`config.mk`:
```
export PLATFORM = sky130hd
export DESIGN_NAME = weighted_mean_vector_norm_top
export DESIGN_NICKNAME = d
export VERILOG_FILES = /design/src/sv/wmvn_pkg.sv /design/src/sv/weighted_mean_vector_norm_top.sv
export SDC_FILE = /design/constraint.sdc
export NUM_CORES = 2
export LEC_CHECK = 0
export BUFFER_PORTS_ARGS = -buffer_cell sky130_fd_sc_hd__buf_2
export CORE_UTILIZATION = 30
export DETAILED_ROUTE_END_ITERATION = 7
export SETUP_SLACK_MARGIN = 0.5
export SLEW_MARGIN = 20
export SYNTH_ARGS = -nofsm -noshare
export SYNTH_HDL_FRONTEND = slang
export SYNTH_SLANG_ARGS = --single-unit
export TNS_END_PERCENT = 50
```
`constraint.sdc`:
```
create_clock -name clk -period 9.2 [get_ports clk]
set_input_delay 0.92 -clock clk [delete_from_list [all_inputs] [get_ports clk]]
set_output_delay 0.92 -clock clk [all_outputs]
set_load 0.05 [all_outputs]
```
`src/sv/wmvn_pkg.sv`:
```
// ----------------------------------------------------------------------------
// wmvn_pkg
// Types and constants shared by the weighted mean vector norm block.
// ----------------------------------------------------------------------------
package wmvn_pkg;

  localparam int MAX_COMPONENTS_DEF = 16;

  localparam int WEIGHT_W = 16;
  localparam int INDEX_W  = 4;
  localparam int VALUE_W  = 16;
  localparam int NCOMP_W  = 5;
  localparam int NORM_W   = 18;

  localparam int SUM_W  = 48;             // component sums, 29 fraction bits
  localparam int PROD_W = WEIGHT_W + VALUE_W + 1;
  localparam int TW_W   = 32;             // total weight, Q.15
  localparam int Q_W    = 19;             // capped mean component magnitude

  localparam logic [NCOMP_W-1:0] NCOMP_RESET = NCOMP_W'(3);
  localparam logic [Q_W-1:0]     Q_CAP       = Q_W'(262144);
  localparam logic [NORM_W-1:0]  NORM_MAX    = NORM_W'(262143);

  localparam logic signed [SUM_W-1:0] SUM_MAX = {1'b0, {(SUM_W-1){1'b1}}};
  localparam logic signed [SUM_W-1:0] SUM_MIN = {1'b1, {(SUM_W-1){1'b0}}};

  typedef struct packed {
    logic        [WEIGHT_W-1:0] weight;
    logic        [INDEX_W-1:0]  comp_index;
    logic signed [VALUE_W-1:0]  comp_value;
    logic                       end_of_set;
  } in_item_t;

  typedef struct packed {
    logic [NORM_W-1:0] mean_norm;
    logic              zero_weight;
  } out_item_t;

endpackage

```
`src/sv/weighted_mean_vector_norm_top.sv`:
```
// ----------------------------------------------------------------------------
// weighted_mean_vector_norm_top
// Weighted mean vector norm: per-component weighted sums in a RAM, then a
// serial divide / square / integer square root on the end-of-set item.
// ----------------------------------------------------------------------------
// Accumulation item: accept, RAM read + product, write back; in_stall is
//   high while the sequencer is out of idle, so no new item is taken before
//   the last one is written back. End-of-set item: each of the n =
//   min(num_components, MAX_COMPONENTS) components takes a 48-step restoring
//   divide, and the root takes one bit per cycle (21 steps at the default size).
// Reset (synchronous, rst_n low): sums read as zero through per-entry valid
//   bits, no clearing pass; total weight 0; num_components 3; no result held.
// ----------------------------------------------------------------------------
module weighted_mean_vector_norm_top
  import wmvn_pkg::*;
#(
  parameter int MAX_COMPONENTS = MAX_COMPONENTS_DEF
) (
  input  logic               clk,
  input  logic               rst_n,
  // input items
  input  logic               in_valid,
  output logic               in_stall,
  input  in_item_t           in_data,
  // result items
  output logic               out_valid,
  input  logic               out_stall,
  output out_item_t          out_data,
  // configuration: num_components
  input  logic               cfg_valid,
  output logic               cfg_ready,
  input  logic [NCOMP_W-1:0] cfg_data
);

  // Sizes that follow from the component count
  localparam int IDX_W   = (MAX_COMPONENTS > 1) ? $clog2(MAX_COMPONENTS) : 1;
  localparam int CNT_W   = $clog2(MAX_COMPONENTS + 1);
  localparam int ACC_W0  = 2 * Q_W - 1 + $clog2(MAX_COMPONENTS);
  localparam int ACC_W   = ACC_W0 + (ACC_W0 % 2);   // even, for the root
  localparam int RT_W    = ACC_W / 2;
  localparam int REM_W   = RT_W + 2;
  localparam int DCNT_W  = $clog2(SUM_W);
  localparam int SCNT_W  = $clog2(RT_W);

  typedef enum logic [3:0] {
    S_IDLE,   // waiting for an item
    S_RD,     // RAM read in flight, product registered
    S_ACC,    // saturating add, write back
    S_NSTART, // decide zero weight / empty vector
    S_NRD,    // read component sum
    S_NMAG,   // magnitude, load divider
    S_NDIV,   // one quotient bit per cycle
    S_NCAP,   // cap quotient
    S_NMUL,   // square
    S_NADD,   // add to sum of squares
    S_SINIT,  // load root unit
    S_SQRT,   // one root bit per cycle
    S_DONE    // hand result to output register, clear sums
  } state_t;

  state_t state_r;

  // --------------------------------------------------------------------------
  // Configuration: single register, always ready
  // --------------------------------------------------------------------------
  logic [NCOMP_W-1:0] ncomp_r;
  assign cfg_ready = 1'b1;

  // --------------------------------------------------------------------------
  // Component sum RAM with registered read data, plus per-entry valid bits
  // --------------------------------------------------------------------------
  logic signed [SUM_W-1:0] mem [MAX_COMPONENTS];
  logic [MAX_COMPONENTS-1:0] vld_r;

  logic [IDX_W-1:0]        raddr;
  logic signed [SUM_W-1:0] rdata_r;
  logic                    rvld_r;
  logic                    mem_we;
  logic [IDX_W-1:0]        waddr;
  logic signed [SUM_W-1:0] wdata;

  always_ff @(posedge clk) begin
    if (mem_we) begin
      mem[waddr] <= wdata;
    end
    rdata_r <= mem[raddr];
    rvld_r  <= vld_r[raddr];
  end

  // --------------------------------------------------------------------------
  // Datapath registers
  // --------------------------------------------------------------------------
  in_item_t                 item_r;
  logic signed [PROD_W-1:0] prod_r;
  logic signed [SUM_W-1:0]  base_r;
  logic [TW_W-1:0]          tw_r;
  logic [CNT_W-1:0]         n_r;
  logic [CNT_W-1:0]         comp_i_r;
  logic [SUM_W-1:0]         dq_r;      // dividend shifting out, quotient in
  logic [TW_W-1:0]          rem_r;
  logic [DCNT_W-1:0]        dcnt_r;
  logic [Q_W-1:0]           qcap_r;
  logic [2*Q_W-1:0]         sq_r;
  logic [ACC_W-1:0]         acc_r;
  logic [ACC_W-1:0]         sv_r;      // radicand, shifting out two bits a step
  logic [REM_W-1:0]         srem_r;
  logic [RT_W-1:0]          root_r;
  logic [SCNT_W-1:0]        scnt_r;
  logic                     zw_r;
  logic                     out_valid_r;
  out_item_t                out_data_r;

  assign in_stall  = (state_r != S_IDLE);
  assign out_valid = out_valid_r;
  assign out_data  = out_data_r;

  logic in_acc;
  assign in_acc = in_valid && !in_stall;

  // result register takes the new item once it is free or draining
  logic out_load;
  assign out_load = (state_r == S_DONE) && !(out_valid_r && out_stall);

  assign raddr = (state_r == S_NRD) ? IDX_W'(comp_i_r) : IDX_W'(in_data.comp_index);

  // Item's index lands in storage
  logic in_range;
  assign in_range = (32'(item_r.comp_index) < MAX_COMPONENTS);

  // Saturating sum update
  logic signed [SUM_W:0] sum_wide;
  logic signed [SUM_W-1:0] sum_nxt;
  always_comb begin
    sum_wide = {base_r[SUM_W-1], base_r} + (SUM_W+1)'(prod_r);
    if (sum_wide > (SUM_W+1)'(SUM_MAX)) begin
      sum_nxt = SUM_MAX;
    end else if (sum_wide < (SUM_W+1)'(SUM_MIN)) begin
      sum_nxt = SUM_MIN;
    end else begin
      sum_nxt = sum_wide[SUM_W-1:0];
    end
  end

  assign mem_we = (state_r == S_ACC) && in_range;
  assign waddr  = IDX_W'(item_r.comp_index);
  assign wdata  = sum_nxt;

  // Saturating total weight update
  logic [TW_W:0]   tw_wide;
  logic [TW_W-1:0] tw_nxt;
  assign tw_wide = {1'b0, tw_r} + (TW_W+1)'(item_r.weight);
  assign tw_nxt  = tw_wide[TW_W] ? {TW_W{1'b1}} : tw_wide[TW_W-1:0];

  // Effective component count
  logic [CNT_W-1:0] n_eff;
  assign n_eff = (32'(ncomp_r) > MAX_COMPONENTS) ? CNT_W'(MAX_COMPONENTS)
                                                 : CNT_W'(ncomp_r);

  // Magnitude of the sum just read (invalid entry reads as zero)
  logic signed [SUM_W-1:0] rsum;
  logic [SUM_W-1:0]        rmag;
  assign rsum = rvld_r ? rdata_r : '0;
  assign rmag = rsum[SUM_W-1] ? SUM_W'(-rsum) : SUM_W'(rsum);

  // Restoring divide step
  logic [TW_W:0]   dtrial;
  logic            dge;
  logic [TW_W-1:0] rem_nxt;
  logic [TW_W:0]   ddiff;
  assign dtrial  = {rem_r, dq_r[SUM_W-1]};
  assign dge     = (dtrial >= {1'b0, tw_r});
  assign ddiff   = dtrial - {1'b0, tw_r};
  assign rem_nxt = dge ? ddiff[TW_W-1:0] : dtrial[TW_W-1:0];

  // Integer square root step, two radicand bits per step
  logic [REM_W-1:0] st;
  logic [REM_W-1:0] strial;
  logic             sge;
  assign st     = {srem_r[REM_W-3:0], sv_r[ACC_W-1 -: 2]};
  assign strial = {root_r, 2'b01};
  assign sge    = (st >= strial);

  logic [NORM_W-1:0] norm_sat;
  assign norm_sat = (root_r > RT_W'(NORM_MAX)) ? NORM_MAX : root_r[NORM_W-1:0];

  // --------------------------------------------------------------------------
  // Sequencer
  // --------------------------------------------------------------------------
  always_ff @(posedge clk) begin
    if (!rst_n) begin
      state_r     <= S_IDLE;
      ncomp_r     <= NCOMP_RESET;
      vld_r       <= '0;
      tw_r        <= '0;
      out_valid_r <= 1'b0;
    end else begin
      if (cfg_valid && cfg_ready) begin
        ncomp_r <= cfg_data;
      end
      if (out_load) begin
        out_valid_r <= 1'b1;
      end else if (out_valid_r && !out_stall) begin
        out_valid_r <= 1'b0;
      end

      case (state_r)
        S_IDLE: begin
          if (in_acc) begin
            item_r  <= in_data;
            state_r <= S_RD;
          end
        end
        S_RD: begin
          prod_r  <= $signed({1'b0, item_r.weight}) * item_r.comp_value;
          base_r  <= rvld_r ? rdata_r : '0;
          state_r <= S_ACC;
        end
        S_ACC: begin
          if (item_r.comp_index == '0) begin
            tw_r <= tw_nxt;
          end
          if (in_range) begin
            vld_r[waddr] <= 1'b1;
          end
          state_r <= item_r.end_of_set ? S_NSTART : S_IDLE;
        end
        S_NSTART: begin
          acc_r    <= '0;
          comp_i_r <= '0;
          n_r      <= n_eff;
          zw_r     <= (tw_r == '0);
          if (tw_r == '0) begin
            state_r <= S_DONE;
          end else if (n_eff == '0) begin
            state_r <= S_SINIT;
          end else begin
            state_r <= S_NRD;
          end
        end
        S_NRD: begin
          state_r <= S_NMAG;
        end
        S_NMAG: begin
          dq_r    <= rmag;
          rem_r   <= '0;
          dcnt_r  <= '0;
          state_r <= S_NDIV;
        end
        S_NDIV: begin
          rem_r  <= rem_nxt;
          dq_r   <= {dq_r[SUM_W-2:0], dge};
          dcnt_r <= dcnt_r + 1'b1;
          if (dcnt_r == DCNT_W'(SUM_W - 1)) begin
            state_r <= S_NCAP;
          end
        end
        S_NCAP: begin
          qcap_r  <= (dq_r > SUM_W'(Q_CAP)) ? Q_CAP : dq_r[Q_W-1:0];
          state_r <= S_NMUL;
        end
        S_NMUL: begin
          sq_r    <= qcap_r * qcap_r;
          state_r <= S_NADD;
        end
        S_NADD: begin
          acc_r    <= acc_r + ACC_W'(sq_r);
          comp_i_r <= comp_i_r + 1'b1;
          state_r  <= (comp_i_r + 1'b1 == n_r) ? S_SINIT : S_NRD;
        end
        S_SINIT: begin
          sv_r    <= acc_r;
          srem_r  <= '0;
          root_r  <= '0;
          scnt_r  <= '0;
          state_r <= S_SQRT;
        end
        S_SQRT: begin
          srem_r <= sge ? (st - strial) : st;
          root_r <= {root_r[RT_W-2:0], sge};
          sv_r   <= {sv_r[ACC_W-3:0], 2'b00};
          scnt_r <= scnt_r + 1'b1;
          if (scnt_r == SCNT_W'(RT_W - 1)) begin
            state_r <= S_DONE;
          end
        end
        S_DONE: begin
          // wait for the previous result to drain
          if (out_load) begin
            out_data_r.mean_norm   <= zw_r ? '0 : norm_sat;
            out_data_r.zero_weight <= zw_r;
            vld_r                  <= '0;
            tw_r                   <= '0;
            state_r                <= S_IDLE;
          end
        end
        default: begin
          state_r <= S_IDLE;
        end
      endcase
    end
  end

  // --------------------------------------------------------------------------
  // Assertions
  // --------------------------------------------------------------------------
  // an accepted item always blocks the next cycle (read-modify-write interlock)
  a_accept_interlock: assert property (@(posedge clk) disable iff (!rst_n)
    in_acc |=> in_stall)
    else $error("item accepted during read-modify-write");

  // a result appears only out of the final state
  a_result_source: assert property (@(posedge clk) disable iff (!rst_n)
    $rose(out_valid) |-> $past(state_r == S_DONE))
    else $error("result raised outside of done state");

  // a zero-weight result carries norm zero
  a_zero_weight_norm: assert property (@(posedge clk) disable iff (!rst_n)
    (out_valid && out_data.zero_weight) |-> (out_data.mean_norm == '0))
    else $error("zero-weight result with nonzero norm");

  // RAM is written only for indexes that lie in storage
  a_write_range: assert property (@(posedge clk) disable iff (!rst_n)
    mem_we |-> (32'(waddr) < MAX_COMPONENTS))
    else $error("RAM write beyond storage");

  // sums are cleared only when a result is handed over
  a_clear_with_result: assert property (@(posedge clk) disable iff (!rst_n)
    ($past(rst_n) && $past(vld_r != '0) && (vld_r == '0))
      |-> ($past(out_load) && out_valid))
    else $error("sums cleared without a result");

endmodule
```
## Yosys cells after proc, flatten, opt, wreduce, memory -nomap -nowiden

Memories as Yosys holds them, arrays and structs flattened. A register that Yosys moved wholly into a read port is not among the register bits.
Cells that the tools add are included.

- Bits in registers: 481
- Bits in latches: 0
- RAM bits: 768
- Memory bits (read-only): 0
- Input port bits: 47
- Output and inout port bits: 22
- Word-level logic and storage cells: 141
- Memories: 1

- Add/sub/neg operators: 9
- Multiply operators: 2
- Divide/modulo/power cells: 0
- $lt $le $gt $ge: 10
- Equality and inequality tests: 20
- Shifts and indexed selects: 0
- Mux-type cells: 41
- Bitwise operators: 1
- Reduce and logical (&&, ||, !) cells: 30

Memories:

| name | depth | width | read ports | clocked after memory_dff | wr ports | line | source |
|---|---|---|---|---|---|---|---|
| mem | 16 | 48 | 1 | 1 | 1 | weighted_mean_vector_norm_top.sv:72 | `logic signed [SUM_W-1:0] mem [MAX_COMPONENTS];` |

Operator list:

| kind | count |
|---|---|
| 48-bit 2-to-1 mux | 4 |
| 42-bit one-hot mux with 2 select lines | 2 |
| 32-bit 2-to-1 mux | 4 |
| 32-bit one-hot mux with 2 select lines | 2 |
| 48-bit one-hot mux with 2 select lines | 1 |
| 21-bit one-hot mux with 2 select lines | 2 |
| 4-bit one-hot mux with 13 select lines | 1 |
| 48-bit by 33-bit adder with 49-bit output | 1 |
| 49-bit by 48-bit greater-than comparator with 1-bit output, second input constant | 1 |
| 49-bit by 48-bit < comparator with 1-bit output, second input constant | 1 |
| 48-bit by 19-bit greater-than comparator with 1-bit output, second input constant | 1 |
| 48-bit negator | 1 |
| 42-bit by 38-bit adder with 42-bit output | 1 |
| 19-bit by 19-bit multiplier with 38-bit output | 1 |
| 32-bit by 16-bit adder with 33-bit output | 1 |
| 33-bit by 32-bit >= comparator with 1-bit output | 1 |
| 17-bit by 16-bit multiplier with 33-bit output | 1 |
| 32-bit zero test | 1 |
| 4-bit 2-to-1 mux | 8 |
| 16-bit one-hot mux with 2 select lines | 1 |
| 32-bit subtractor | 1 |
| 23-bit >= comparator | 1 |
| 21-bit by 18-bit greater-than comparator with 1-bit output, second input constant | 1 |
| 21-bit 2-to-1 mux | 1 |
| 34 further kinds | 73 |

## Logic depth before layout (Yosys ltp)

- Depth after elaboration: 6
- Depth in mapped cells: 25
- Gate-level depth less buffers: 24

## Worst setup path after synthesis

Ideal clock, no wire load.

- Kind: input to register
- Start: in rst_n
- End: reg dcnt_r[0], enable pin
- Setup time: 0.658 ns
- Arrival time: 7.773 ns
- Data required time: 8.542 ns
- Path slack: 0.769 ns
- Stages on the path: 4
- Path buffers: 2
- Cells stage by stage: clkbuf_1 inv_1 clkbuf_1 a211oi_1

- Word-level cells in the longest chain between the ends: 1

RTL lines:

| item | line | source |
|---|---|---|
| start: declaration | weighted_mean_vector_norm_top.sv:20 | `input logic rst_n,` |
| 2-bit AND reduction (no source line) | n/a |  |
| end signal: assignment | weighted_mean_vector_norm_top.sv:252 | `dcnt_r <= dcnt_r + 1'b1;` |
| end: declaration | weighted_mean_vector_norm_top.sv:101 | `logic [DCNT_W-1:0] dcnt_r;` |

No other way between the ends.
A chain may end at the register's enable or synchronous reset.

## Worst setup path after layout

- Start: reg qcap_r[8]
- End: reg sq_r[37], data pin

- Word-level cells in the longest chain between the ends: 1

RTL lines:

| item | line | source |
|---|---|---|
| start: declaration | weighted_mean_vector_norm_top.sv:102 | `logic [Q_W-1:0] qcap_r;` |
| start signal: assignment | weighted_mean_vector_norm_top.sv:258 | `qcap_r <= (dq_r > SUM_W'(Q_CAP)) ? Q_CAP : dq_r[Q_W-1:0];` |
| 19-bit by 19-bit multiplier with 38-bit output | weighted_mean_vector_norm_top.sv:262 | `sq_r <= qcap_r * qcap_r;` |
| end signal: assignment | weighted_mean_vector_norm_top.sv:262 |  |
| end: declaration | weighted_mean_vector_norm_top.sv:103 | `logic [2*Q_W-1:0] sq_r;` |

No other way between the ends.

==> flow_summary.yaml <==
outcome:
  status: "complete, no violations"
clocking:
  post-cts-setup-buffers: 0
  clk_path_buf_depth: 3
  clk_latency_ps: 810
  clk_pin_slew_ps: 70
  cts_max_level: 4
  ctsHoldBuffers: 0
  clockRootBuffer: "clkbuf_16"
  tritoncts: "done"
  cts_made_buffers: 141
  clock-sinks: 1296
  cts_resized: 0
timing:
  slew_viol_final: 0
  rsz0062_at_grt: "no"
  worst_pin_slew_ps: 1130
  achievable-frequency_ghz: 0.136
  hold_violations: 0
  clock-skew-final_ps: 58.7
  period_share_pct: 79.9
  slew_headroom_pct: 24.7
  setup_viol: 0
  setup-tns-final_ps: 0
  fin_crit_ps: 7350
  setup_slack_ps: 1850
layout:
  nNetsFinal: 7166
  instances_no_fill: 9767
  final_design_area_no_fill_sq_um: 86200
  layout_commonest_cell: "edfxtp_1"
  final_cell_mix: "1189 x edfxtp_1, 728 x inv_1, 656 x nand2_1"
  drive_above_1_share_pct: 10.2
  syn_to_final_growth_pct: 11.5
grt:
  grt_pass1_vias: 49800
  grt_pass1_wl_um: 296000
  grt_max_degree: 103
  grt-ovfl-total: 0
  antenna_found_initial: 8
  grt_use_total_pct: 14.7
detailed_routing:
  vias: 48300
  via_per_inst: 4.95
  drt_first_pass_iters: 5
  ant_nets: 0
  route.detailed.drc: 0
  routed_wl_um: 189000
  wire_per_inst_um: 19.4
  drt_iter0_drc: 3988
power_and_ir_drop:
  power_frac_clock_pct: 29.2
  combPwrFrac_pct: 31.7
  cellInternalPower_mw: 13.0
  power.density_nw_per_um2: 227
  cellLeakagePower_nw: 33.5
  power_frac_seq_pct: 39.1
  ir_drop_uv: 444
  switching_share_pct: 33.3
  switching_power_mw: 6.53
synth:
  postSynthCellCount: 6253
  synth_edf_count: 1189
  netlist_area_sq_um: 77300
  synth_top_area_share_pct: 46.2
  postSynth.asyncResetShare_pct: 0
  synth.largest_area_cell: "edfxtp_1"
  syn_area_per_cell_sq_um: 12.4
  ys_top_cells_by_area: "edfxtp_1 46%, fa_1 12%, ha_1 6.6%, mux4_2 5.7%, inv_1 3.5%"
  synth_warnings: 0
  synth-seq-area-share_pct: 49.0
  syn_nets: 7154
  synth.distinct_cells: 111
  synth_seq_cells: 1296
  ys.flop_type: "edfxtp_1"
placement:
  port_buffers: 67
  dpl.cell_count: 9505
  postPlaceCellArea_sq_um: 81500
  gp_congestion: 0.895
  hpwl_um: 126000
  preCtsSetupSlack_ps: 1890
floorplan:
  rows: 186
  core_sq_um: 256000
  start_util_pct: 30.1
  fp.dieH_um: 510
  die_x_um: 510
  io_pins: 69
  dieArea_sq_um: 260000
min_path:
  hold_depth: 1
  hold-path-endpoint: "item_r[14]$_DFFE_PP_"
  hold_path.class: "primary input to flop"
  hold_start: "in_data[14]"
critical_path:
  r2r_start: "qcap_r[8]$_SDFFCE_PN0P_"
  reg2regPathDepth: 23
  worstReg2RegEnd: "sq_r[37]$_DFFE_PP_"
  crit_path_start: "qcap_r[8]$_SDFFCE_PN0P_"
  path_max_fanout: 19
  critical_path_required_ps: 9690
  critical_path_class: "flop to flop"
  arrival_ps: 7840
  endpoint_kind: "flop"
  r2r_slack_ps: 1850
  start_kind: "flop"
flow_run:
  drv_cap: 0
[final cells by class]
| cell class | count | area, sq um |
|---|---|---|
| fill | 25200 | 170000 |
| sequential | 1296 | 37800 |
| multi-input combinational | 3979 | 35900 |
| tap | 3384 | 4230 |
| clock buffer | 203 | 3870 |
| inverter | 730 | 2740 |
| clock inverter | 57 | 806 |
| timing repair buffer | 117 | 773 |
| antenna | 1 | 2.50 |
[stage by stage]
step           total power [mW]  hold WS (ps)  util [%]
2_1_floorplan              12.1           424         -
3_3_place_gp               13.9           443      31.8
3_5_place_dp               14.0           460      31.8
4_1_cts                    19.8           209      33.6
5_1_grt                    20.7           230      33.6
6_report                   19.6           277      33.6
[cell usage after synthesis, types with 10 or more instances]
| cell | count |
|---|---|
| clkbuf_1 | 182 |
| xnor2_1 | 154 |
| nor2_1 | 348 |
| o21ai_1 | 21 |
| nand2b_1 | 38 |
| nor3_1 | 47 |
| o21a_1 | 24 |
| mux2i_1 | 52 |
| edfxtp_1 | 1189 |
| xor2_1 | 107 |
| nand3_1 | 61 |
| o31ai_1 | 16 |
| nand2_1 | 657 |
| and3_1 | 44 |
| nor2b_1 | 35 |
| a31oi_1 | 81 |
| mux4_2 | 196 |
| dfxtp_1 | 107 |
| or2_2 | 10 |
| fa_1 | 447 |
| inv_1 | 729 |
| a211oi_1 | 72 |
| buf_2 | 36 |
| a21o_1 | 112 |
| a21oi_1 | 231 |
| o21ai_2 | 37 |
| ha_1 | 407 |
| and2_1 | 288 |
| or3_1 | 18 |
| o21bai_1 | 39 |
| nor4_1 | 33 |
| nand4_1 | 31 |
| o22ai_1 | 15 |
| o21ai_0 | 157 |
| a311oi_1 | 17 |
| buf_1 | 17 |
[flip-flops by register name, summed over array words and instances, names as in the netlist, 6 cells and up]
signal	flops
mem	768
base_r	48
dq_r	48
rdata_r	48
acc_r	42
sv_r	42
sq_r	37
item_r	33
prod_r	33
rem_r	32
tw_r	32
root_r	21
srem_r	21
out_data	19
qcap_r	19
vld_r	16
dcnt_r	6
[layer usage]
layer / track usage, % / share of wire, % / vias up
met5: 0 / 0 / -
li1: - / - / 22100
met1: 19.6 / 44 / 24700
met3: 2.24 / 5.6 / 277
met2: 24.7 / 48 / 1322
met4: 4.08 / 2.3 / 0
[worst max-delay path by stage]
stage / cells after the start / end / slack [ps]
4_1_cts: 23 / sq_r[37]$_DFFE_PP_ / 1830
2_1_floorplan: 4 / dcnt_r[0]$_SDFFCE_PN0P_ / 770
3_5_place_dp: 23 / sq_r[37]$_DFFE_PP_ / 1890
5_1_grt: 23 / sq_r[37]$_DFFE_PP_ / 1540
3_3_place_gp: 23 / sq_r[37]$_DFFE_PP_ / 1980
6_report: 23 / sq_r[37]$_DFFE_PP_ / 1850
[power by group through the flow]
| stage | combinational, mW | clock, mW | sequential (mW) |
|---|---|---|---|
| 2_1_floorplan | 4.51 | 0 | 7.63 |
| 6_report | 6.21 | 5.71 | 7.65 |
| 3_5_place_dp | 6.21 | 0 | 7.77 |
| 3_3_place_gp | 6.14 | 0 | 7.77 |
| 4_1_cts | 6.26 | 5.84 | 7.65 |
| 5_1_grt | 6.98 | 6.05 | 7.66 |
[critical path: stages (launching register included)]
cell and delay, ps:
edfxtp_1 870, nand2_1 250, fa_1 600, inv_1 50
fa_1 510, inv_1 60, fa_1 540, inv_1 50
fa_1 450, ha_1 300, inv_1 50, fa_1 540
inv_1 50, ha_1 340, o21a_1 180, o21a_1 210
and3_1 200, a221o_1 320, a211oi_1 400, o21ai_1 210
a31o_2 300, a21bo_2 210, o31ai_2 200, xnor2_1 120
[logic make-up after synthesis]
kind of cell | count (synthesis) | share of synthesized area (%)
and+or+nand+nor | 1661 | 10.2
DFF | 1296 | 49.0
buffers and inverters | 978 | 4.91
AOI/OAI and AO/OA | 946 | 8.26
adders and majority gates | 858 | 18.2
xor gates and xnor gates | 262 | 2.99
muxes | 251 | 6.43
other | 1 | 0.00485
(Power assumes the default switching activity.)
